## src/rtl/bcbm_pkg.sv

```systemverilog
`default_nettype none

package bcbm_pkg;

    localparam int SONG_SHIFT      = 6;
    localparam int SUBSEQ_PER_SONG = 1 << SONG_SHIFT;

    localparam int CMD_W      = 3;
    localparam int ENTRY_W    = 32;
    localparam int COARSE_W   = 7;
    localparam int FINE_W     = 13;
    localparam int SONG_W     = 33;
    localparam int CFG_DATA_W = 13;

    localparam logic [COARSE_W-1:0] SCREENING_RESET = COARSE_W'(96);
    localparam logic [FINE_W-1:0]   SCRUTINY_RESET  = FINE_W'(4096);
    localparam logic [SONG_W-1:0]   NO_SONG         = '1;

    typedef enum logic [CMD_W-1:0] {
        CMD_RUN_START    = 3'd0,
        CMD_BUCKET_OPEN  = 3'd1,
        CMD_ENTRY        = 3'd2,
        CMD_FINE         = 3'd3,
        CMD_BUCKET_CLOSE = 3'd4
    } cmd_t;

    typedef enum logic {
        CFG_SCREENING_LIMIT = 1'b0,
        CFG_SCRUTINY_LIMIT  = 1'b1
    } cfg_index_t;

    typedef enum logic {
        KIND_LOCATION  = 1'b0,
        KIND_BEST_SONG = 1'b1
    } result_kind_t;

    typedef struct packed {
        logic [CMD_W-1:0]    cmd;
        logic [ENTRY_W-1:0]  table_entry;
        logic [COARSE_W-1:0] coarse_distance;
        logic [FINE_W-1:0]   fine_distance;
    } in_item_t;

    typedef struct packed {
        logic                     result_kind;
        logic [ENTRY_W-1:0]       location;
        logic signed [SONG_W-1:0] best_song;
    } out_item_t;

endpackage

`default_nettype wire

```

## src/rtl/bcbm_in_stage.sv

```systemverilog
`default_nettype none

module bcbm_in_stage (
    input  wire logic              clk,
    input  wire logic              rst_n,
    input  wire logic              in_valid,
    output logic                   in_ready,
    input  wire bcbm_pkg::in_item_t in_data,
    output logic                   s1_valid,
    output bcbm_pkg::in_item_t     s1_data,
    input  wire logic              s1_take
);
    import bcbm_pkg::*;

    logic     valid_reg;
    logic     valid_next;
    in_item_t data_reg;

    assign in_ready   = !valid_reg || s1_take;
    assign valid_next = (in_valid && in_ready) ? 1'b1 : (s1_take ? 1'b0 : valid_reg);

    always_ff @(posedge clk or negedge rst_n)
    begin
        if (!rst_n)
        begin
            valid_reg <= 1'b0;
        end
        else
        begin
            valid_reg <= valid_next;
        end
    end

    always_ff @(posedge clk)
    begin
        if (in_valid && in_ready)
        begin
            data_reg <= in_data;
        end
    end

    assign s1_valid = valid_reg;
    assign s1_data  = data_reg;

endmodule

`default_nettype wire

```

## src/rtl/bcbm_core.sv

```systemverilog
`default_nettype none

module bcbm_core (
    input  wire logic               clk,
    input  wire logic               rst_n,
    input  wire logic               s1_valid,
    input  wire bcbm_pkg::in_item_t s1_data,
    output logic                    s1_take,
    input  wire logic               cfg_valid,
    output logic                    cfg_ready,
    input  wire logic               cfg_index,
    input  wire logic [bcbm_pkg::CFG_DATA_W-1:0] cfg_data,
    output logic                    out_valid,
    input  wire logic               out_ready,
    output bcbm_pkg::out_item_t     out_data
);
    import bcbm_pkg::*;

    logic [COARSE_W-1:0] screening_limit_reg;
    logic [FINE_W-1:0]   scrutiny_limit_reg;
    logic [FINE_W-1:0]   least_distance_reg;
    logic [FINE_W-1:0]   least_distance_next;
    logic [SONG_W-1:0]   chosen_song_reg;
    logic [SONG_W-1:0]   chosen_song_next;
    logic [ENTRY_W-1:0]  candidate_song_reg;
    logic [ENTRY_W-1:0]  candidate_song_next;
    logic                out_valid_reg;
    logic                out_valid_next;
    out_item_t           out_data_reg;
    out_item_t           out_data_next;
    logic                has_result;
    logic [ENTRY_W-1:0]  entry_song;

    assign cfg_ready = 1'b1;
    assign s1_take   = s1_valid && (!out_valid_reg || out_ready);
    assign entry_song = ENTRY_W'(s1_data.table_entry >> SONG_SHIFT);

    always_comb
    begin
        least_distance_next = least_distance_reg;
        chosen_song_next    = chosen_song_reg;
        candidate_song_next = candidate_song_reg;
        has_result          = 1'b0;
        out_data_next       = '0;
        case (s1_data.cmd)
            CMD_RUN_START:
            begin
                least_distance_next = scrutiny_limit_reg;
                chosen_song_next    = NO_SONG;
            end
            CMD_BUCKET_OPEN:
            begin
                chosen_song_next = NO_SONG;
            end
            CMD_ENTRY:
            begin
                if (s1_data.coarse_distance <= screening_limit_reg)
                begin
                    candidate_song_next    = entry_song;
                    has_result             = 1'b1;
                    out_data_next.result_kind = KIND_LOCATION;
                    out_data_next.location =
                        {s1_data.table_entry[ENTRY_W-1:SONG_SHIFT], {SONG_SHIFT{1'b0}}};
                end
            end
            CMD_FINE:
            begin
                if (s1_data.fine_distance <= least_distance_reg)
                begin
                    least_distance_next = s1_data.fine_distance;
                    chosen_song_next    = {1'b0, candidate_song_reg};
                end
            end
            CMD_BUCKET_CLOSE:
            begin
                has_result                = 1'b1;
                out_data_next.result_kind = KIND_BEST_SONG;
                out_data_next.best_song   = chosen_song_reg;
            end
            default:
            begin
                has_result = 1'b0;
            end
        endcase
    end

    assign out_valid_next = s1_take ? has_result : (out_ready ? 1'b0 : out_valid_reg);

    always_ff @(posedge clk or negedge rst_n)
    begin
        if (!rst_n)
        begin
            screening_limit_reg <= SCREENING_RESET;
            scrutiny_limit_reg  <= SCRUTINY_RESET;
            least_distance_reg  <= SCRUTINY_RESET;
            chosen_song_reg     <= NO_SONG;
            candidate_song_reg  <= '0;
            out_valid_reg       <= 1'b0;
        end
        else
        begin
            out_valid_reg <= out_valid_next;
            if (s1_take)
            begin
                least_distance_reg <= least_distance_next;
                chosen_song_reg    <= chosen_song_next;
                candidate_song_reg <= candidate_song_next;
            end
            if (cfg_valid && cfg_ready)
            begin
                case (cfg_index)
                    CFG_SCREENING_LIMIT: screening_limit_reg <= cfg_data[COARSE_W-1:0];
                    CFG_SCRUTINY_LIMIT:  scrutiny_limit_reg  <= cfg_data[FINE_W-1:0];
                    default:             scrutiny_limit_reg  <= scrutiny_limit_reg;
                endcase
            end
        end
    end

    always_ff @(posedge clk)
    begin
        if (s1_take && has_result)
        begin
            out_data_reg <= out_data_next;
        end
    end

    assign out_valid = out_valid_reg;
    assign out_data  = out_data_reg;

    a_close_gives_best: assert property (@(posedge clk) disable iff (!rst_n)
        s1_take && s1_data.cmd == CMD_BUCKET_CLOSE
        |=> out_valid_reg && out_data_reg.result_kind == KIND_BEST_SONG)
        else $error("Bucket close did not produce a best-song result.");

    a_entry_location_aligned: assert property (@(posedge clk) disable iff (!rst_n)
        s1_take && s1_data.cmd == CMD_ENTRY
            && s1_data.coarse_distance <= screening_limit_reg
        |=> out_valid_reg && out_data_reg.result_kind == KIND_LOCATION
            && out_data_reg.location[SONG_SHIFT-1:0] == '0)
        else $error("Screened entry did not produce an aligned song location.");

    a_fine_updates_minimum: assert property (@(posedge clk) disable iff (!rst_n)
        s1_take && s1_data.cmd == CMD_FINE && s1_data.fine_distance <= least_distance_reg
        |=> least_distance_reg == $past(s1_data.fine_distance)
            && chosen_song_reg[SONG_W-1] == 1'b0)
        else $error("Fine distance did not update the running minimum.");

    a_run_start_clears: assert property (@(posedge clk) disable iff (!rst_n)
        s1_take && s1_data.cmd == CMD_RUN_START
        |=> chosen_song_reg == NO_SONG && least_distance_reg == $past(scrutiny_limit_reg))
        else $error("Run start did not reload the running minimum.");

endmodule

`default_nettype wire

```

## src/rtl/bucket_candidate_best_match_unit.sv

```systemverilog
// Pipeline: an accepted input transaction is held in the input register and its result in the
// result register; a result that waits to be taken stalls the input register.
// Throughput: one input transaction per cycle while no result waits untaken; the input
// register and the result register let the next item in while a result waits to be taken.
// Reset: asynchronous, active low; limits return to 96 and 4096, the running
// minimum to 4096, the best song to -1 and the candidate song to 0.
`default_nettype none

module bucket_candidate_best_match_unit (
    input  wire logic                clk,
    input  wire logic                rst_n,
    input  wire logic                in_valid,
    output logic                     in_ready,
    input  wire bcbm_pkg::in_item_t  in_data,
    output logic                     out_valid,
    input  wire logic                out_ready,
    output bcbm_pkg::out_item_t      out_data,
    input  wire logic                cfg_valid,
    output logic                     cfg_ready,
    input  wire logic                cfg_index,
    input  wire logic [bcbm_pkg::CFG_DATA_W-1:0] cfg_data
);
    import bcbm_pkg::*;

    logic     s1_valid;
    in_item_t s1_data;
    logic     s1_take;

    bcbm_in_stage u_in_stage (
        .clk      (clk),
        .rst_n    (rst_n),
        .in_valid (in_valid),
        .in_ready (in_ready),
        .in_data  (in_data),
        .s1_valid (s1_valid),
        .s1_data  (s1_data),
        .s1_take  (s1_take)
    );

    bcbm_core u_core (
        .clk       (clk),
        .rst_n     (rst_n),
        .s1_valid  (s1_valid),
        .s1_data   (s1_data),
        .s1_take   (s1_take),
        .cfg_valid (cfg_valid),
        .cfg_ready (cfg_ready),
        .cfg_index (cfg_index),
        .cfg_data  (cfg_data),
        .out_valid (out_valid),
        .out_ready (out_ready),
        .out_data  (out_data)
    );

endmodule

`default_nettype wire
```

## config.mk

```make
export PLATFORM = sky130hd
export DESIGN_NAME = bucket_candidate_best_match_unit
export DESIGN_NICKNAME = d
export VERILOG_FILES = /design/src/rtl/bcbm_pkg.sv /design/src/rtl/bcbm_in_stage.sv /design/src/rtl/bcbm_core.sv /design/src/rtl/bucket_candidate_best_match_unit.sv
export SDC_FILE = /design/constraint.sdc
export NUM_CORES = 1
export LEC_CHECK = 0
export BUFFER_PORTS_ARGS = -buffer_cell sky130_fd_sc_hd__buf_2
export CAP_MARGIN = 20
export CORE_MARGIN = 2
export CORE_UTILIZATION = 55
export DETAILED_ROUTE_END_ITERATION = 16
export GPL_TIMING_DRIVEN = 0
export MAX_ROUTING_LAYER = met4
export PLACE_DENSITY = 0.79
export SETUP_SLACK_MARGIN = 0.1
export SLEW_MARGIN = 20
export SYNTH_ARGS = -nofsm -noshare
export SYNTH_HDL_FRONTEND = slang
export SYNTH_SLANG_ARGS = --single-unit
export TNS_END_PERCENT = 50
```

## constraint.sdc

```tcl
create_clock -name clk -period 4.22 [get_ports clk]
set_clock_uncertainty 0.15 [all_clocks]
set_input_delay 0.422 -clock clk [delete_from_list [all_inputs] [get_ports clk]]
set_output_delay 0.422 -clock clk [all_outputs]
set_load 0.01 [all_outputs]
```

---- After elaboration in Yosys (flattened, before gate mapping) ----
Index checks and enable logic that the tools add are counted.
W data, S select, Z words.
word-level totals
  latch bits .............................. 0
  flip-flop bits (word level) ............. 215
  RAM bits ................................ 0
  logic and storage cells ................. 53
  bits in read-only memories .............. 0
  input bits .............................. 74
  memories kept ........................... 0
cells by class
  add/subtract/negate cells ............... 0
  divide/modulo/power cells ............... 0
  shift operators ......................... 0
  muxes and demuxes ....................... 11
  multiply operators ...................... 0
  $lt $le $gt $ge ......................... 2
  reduce and logical (&&, ||, !) cells .... 19
  equal/unequal tests ..................... 5
  bitwise logic cells ..................... 1
operator list
  operator              count
  $pmux W33 S2          1
  $mux W33              1
  $pmux W13 S2          1
  $le A13 B13 Y1        1
  $mux W13              1
  $reduce_and A3 Y1     3
  $reduce_bool A2 Y1    4
  $le A7 B7 Y1          1
  $eq A3 B2 Y1 const B  2
  $reduce_and A2 Y1     3
  $mux W1               5
  $pmux W1 S2           2
  $eq A3 B1 Y1 const B  1
  $eq A3 B3 Y1 const B  1
  $logic_and A1 B1 Y1   3
  $logic_not A3 Y1      1
  $logic_not A1 Y1      2
  $logic_or A1 B1 Y1    2
  $ne A2 B1 Y1 const B  1
  $reduce_or A2 Y1      1
  $not A1 Y1            1

---- Logic depth before layout (Yosys ltp) ----
  depth in word-level cells ............... 6
  mapped depth ............................ 10
  gate-level depth less buffers ........... 8

---- Cells and area by module ----
Synthesis repeated with hierarchy kept, for this count alone.
unflattened totals
  cells, all modules ...................... 549
  area, all modules ....................... 7971.4 um^2
by module, submodules not included
  module         cells each  area each (um^2)  sequential area each (um^2)  times used
  bcbm_core      490         6266.0            3837.4                       1
  bcbm_in_stage  59          1705.4            1676.6                       1

---- Worst setup path after synthesis ----
No wires, ideal clock.
  kind .................................... register to register
  from .................................... register u_in_stage.data_reg, in the netlist u_in_stage.s1_data[14]
  to ...................................... register u_core.out_data_reg, in the netlist u_core.out_data[0] (enable)
  cell stages (with the launch flop) ...... 9
  arrival time ............................ 3.091 ns
  buffers on the path ..................... 1
  data required time ...................... 3.657 ns
  path slack .............................. 0.566 ns
  cells stage by stage .................... edfxtp_1 > ha_1 > nor2b_1 > o21ai_0 > a21oi_1 > o32ai_2 > nand3_2 > buf_2 > nand2_1
between the ends
  cells in the longest elaborated chain, start to end .. 4
RTL lines
  item                      RTL line             text
  start: declaration        bcbm_in_stage.sv:17  in_item_t data_reg;
  start signal: assignment  bcbm_in_stage.sv:38  data_reg <= in_data;
  $le A7 B7 Y1              bcbm_core.sv:57      if (s1_data.coarse_distance <= screening_limit_reg)
  $mux W1                   bcbm_core.sv:57
  $pmux W1 S2               bcbm_core.sv:45      case (s1_data.cmd)
  $logic_and A1 B1 Y1       bcbm_core.sv:122     if (s1_take && has_result)
  end signal: assignment    bcbm_core.sv:124     out_data_reg <= out_data_next;
  end: declaration          bcbm_core.sv:29      out_item_t out_data_reg;
Every way passes these cells.
A chain may end at the register's enable or synchronous reset.

---- Worst setup path after layout ----
  from .................................... register u_core.screening_limit_reg[5]
  to ...................................... register u_core.out_data_reg, in the netlist u_core.out_data[18] (enable)
between the ends
  cells in the longest elaborated chain, start to end .. 4
RTL lines
  item                      RTL line          text
  start: declaration        bcbm_core.sv:19   logic [COARSE_W-1:0] screening_limit_reg;
  start signal: assignment  bcbm_core.sv:112  CFG_SCREENING_LIMIT: screening_limit_reg <= cfg_data[COARSE_W-1:0];
  $le A7 B7 Y1              bcbm_core.sv:57
  $mux W1                   bcbm_core.sv:57
  $pmux W1 S2               bcbm_core.sv:45
  $logic_and A1 B1 Y1       bcbm_core.sv:122
Every way passes these cells.

==> reports/results.ini <==
[placement]
hpwl_um = 9281
dp_cells = 788
portBuffers = 129
gp_congestion = 0.8073
placed_cell_area_um2 = 8468

[floorplan]
fp.dieW_um = 121.1
core_um2 = 13300
initial_core_util_pct = 56.74
ioPinCount = 143
rows = 42
fp.dieArea_um2 = 14670
die_h_um = 121.1

[setup_path]
end_kind = flip-flop
cp-start-kind = flip-flop
reg2reg_from = u_core.screening_limit_reg[5]
worst-path-max-fanout = 54
timing.reg2reg.setup_slack_ps = 460
cp.arrival_ps = 3670
path_class = reg -> reg
worstReg2RegEnd = u_core.out_data[18]
critical_path_required_ps = 4130
rr_worst_depth = 8

[logic_synthesis]
synth_seq_cells = 191
ys_seq_area_share_pct = 70.71
synth_top_area_share_pct = 41.00
async_flop_share_pct = 46.07
yosysTopAreaCell = edfxtp_1
synthCells = 477
avgSynthCellArea_um2 = 15.81
synthFlopType = edfxtp_1
yosysWarnings = 0
synth_cell_types = 42
synth_area_leaders = edfxtp_1, dfrtp_1, dfstp_2, mux2_2, ha_1
netlist_area_um2 = 7543
synth-edff-count = 103

[routing]
drtAntennaViolNets = 0
vias_per_cell = 5.216
dr.pass1.iters = 4
drt-initial-drc-count = 205
route.vias.total = 4282
wl_met1_um = 5611
routed_wl_um = 13670
avgRoutedWirePerCell_um = 16.66
top_layer = met4
wl_met2_um = 7128
drc = 0
route.met3.wl_um = 685

[hold_path]
holdPathEnd = u_in_stage.s1_data[50]
min_path_cells = 1
min_from = in_data[50]
hold_path.class = in -> reg

[cells_and_area]
antenna_cells = 0
fin_nets = 726
fin_area_um2 = 9112
final_cell_count_no_fill = 821
area_growth_pct = 20.80
drive_gt1_share_pct = 39.53
largest_register_ffs = 54
nFillCells = 940

[timing]
setup_violations = 0
max_freq_ghz = 0.2657
slew_headroom_pct = 42.06
setup_tns_ps = 0
drv_slew = 0
hold_viol_final = 0
finalCriticalPeriod_ps = 3763
period_share_pct = 89.18
worstMarginPinSlew_ps = 869.0
rsz0062_at_grt = no

[global_routing]
grt_max_degree = 55
grt_pass1_vias = 4491
grt_pass1_wl_um = 21690
gr-total-overflow = 0
grt_use_total_pct = 20.38
antenna_found_initial = 0

[clock_network]
cts_root_buf = clkbuf_16
htreeDepth = 4
clk_path_buf_depth = 2
cts_tree = done
clkSlewWorstSetupHoldPaths_ps = 70
clock_latency_ps = 430
cts.sinks = 191
numCtsBuffers = 17
cts_resized = 0

[pwr]
p_leak_nw = 4.010
power.total_mw = 4.856
power_density_nw_per_um2 = 532.9
max-vdd-ir-drop_mv = 0.3150

[flow_run]
drv_cap = 0

[run_status]
status = complete, no violations

==> cells in the final DEF, fill, tap and decap left out, drive strengths merged, types with 4 or more instances in the layout <==
cell	Yosys	final
nor2b	5	5
mux2i	24	24
ha	20	20
dfrtp	57	57
bufinv	0	4
o21ai	11	11
inv	23	28
buf	22	152
edfxtp	103	103
a21oi	7	7
o22a	26	26
nand3	6	6
and2	28	28
nand2	13	13
and3	27	27
conb	2	7
dfstp	31	31
mux2	41	41
clkbuf	9	26
==> cells by family after synthesis <==
group           after synthesis  synth area share [%]
mux                          65                 9.305
flops                       191                 70.71
compound gates               54                 5.789
simple gates                 90                 6.983
xor+xnor                      1                0.1161
buf+inv                      54                 3.682
fa+ha+maj                    20                 3.317
other cells                   2               0.09956
==> stage by stage <==
step	utilization, %	setup WS (ps)	hold WS (ps)
floorplan	-	566.3	-23.59
global placement	63.39	-519.2	309.5
detailed placement	63.69	489.3	274.8
CTS	68.54	413.9	2.402
global route	68.54	200.6	0.7857
finish	68.54	456.6	13.60
==> per-layer routing <==
metal | up-vias | GRT usage [%]
li1 | 2031 | -
met1 | 2100 | 23.10
met5 | - | -
met4 | 0 | 7.776
met2 | 129 | 35.64
met3 | 22 | 4.182
==> critical path, stage by stage (launching register included) <==
cell     delay [ps]
dfstp_2         520
inv_1            50
ha_1            280
nand4_1         140
a21oi_1          80
o32ai_2         760
nand3_2         440
buf_2           360
nand2_4         550
==> report_power, final <==
| part | switching, mW | internal (mW) | total (mW) |
|---|---|---|---|
| Sequential | 0.149 | 2.34 | 2.49 |
| Combinational | 0.333 | 0.339 | 0.672 |
| Clock | 0.697 | 1.00 | 1.70 |
==> timing repair <==
item | 4_1_cts | 5_1_grt
buffers inserted | 0 | 0
hold buffers | 1 | 0
endpoints found under the hold margin | 29 | 0
==> cell usage after synthesis (2+ instances only) <==
cell	n
nand2_1	13
inv_1	23
buf_1	3
dfrtp_1	57
conb_1	2
edfxtp_1	103
nand4_1	2
nand2b_1	2
buf_4	13
nor2b_1	5
a21oi_1	7
nor2_1	3
a2111o_1	2
buf_6	3
mux2_2	36
and3_1	26
dfstp_2	31
mux2i_1	24
nand3_1	5
buf_2	3
o22a_1	26
o21ai_0	10
mux2_1	5
and2_1	28
clkbuf_1	9
ha_1	20
==> area by class of cell <==
type	instances	area, um2	area share [%]
well taps	176	220.2	2.417
clock buffers	17	425.4	4.668
repair buffers	131	685.7	7.524
clock inverters	15	209.0	2.293
flip-flops and latches	191	5334	58.53
plain buffers	31	191.4	2.101
inverters	23	86.33	0.9474
multi-input cells	237	1961	21.52
==> worst max path at each step <==
stage / startpoint / endpoint / slack, ps / cells after the start
2_1_floorplan: u_in_stage.s1_data[14] / u_core.out_data[0] / 570 / 8
3_3_place_gp: u_in_stage.s1_data[14] / u_core.out_data[50] / -520 / 8
4_1_cts: u_core.screening_limit_reg[5] / u_core.out_data[13] / 410 / 8
3_5_place_dp: u_core.screening_limit_reg[5] / u_core.out_data[50] / 490 / 8
5_1_grt: u_in_stage.s1_data[14] / u_core.out_data[57] / 200 / 8
6_report: u_core.screening_limit_reg[5] / u_core.out_data[18] / 460 / 8
No activity file was read; power rests on OpenSTA's default activity.
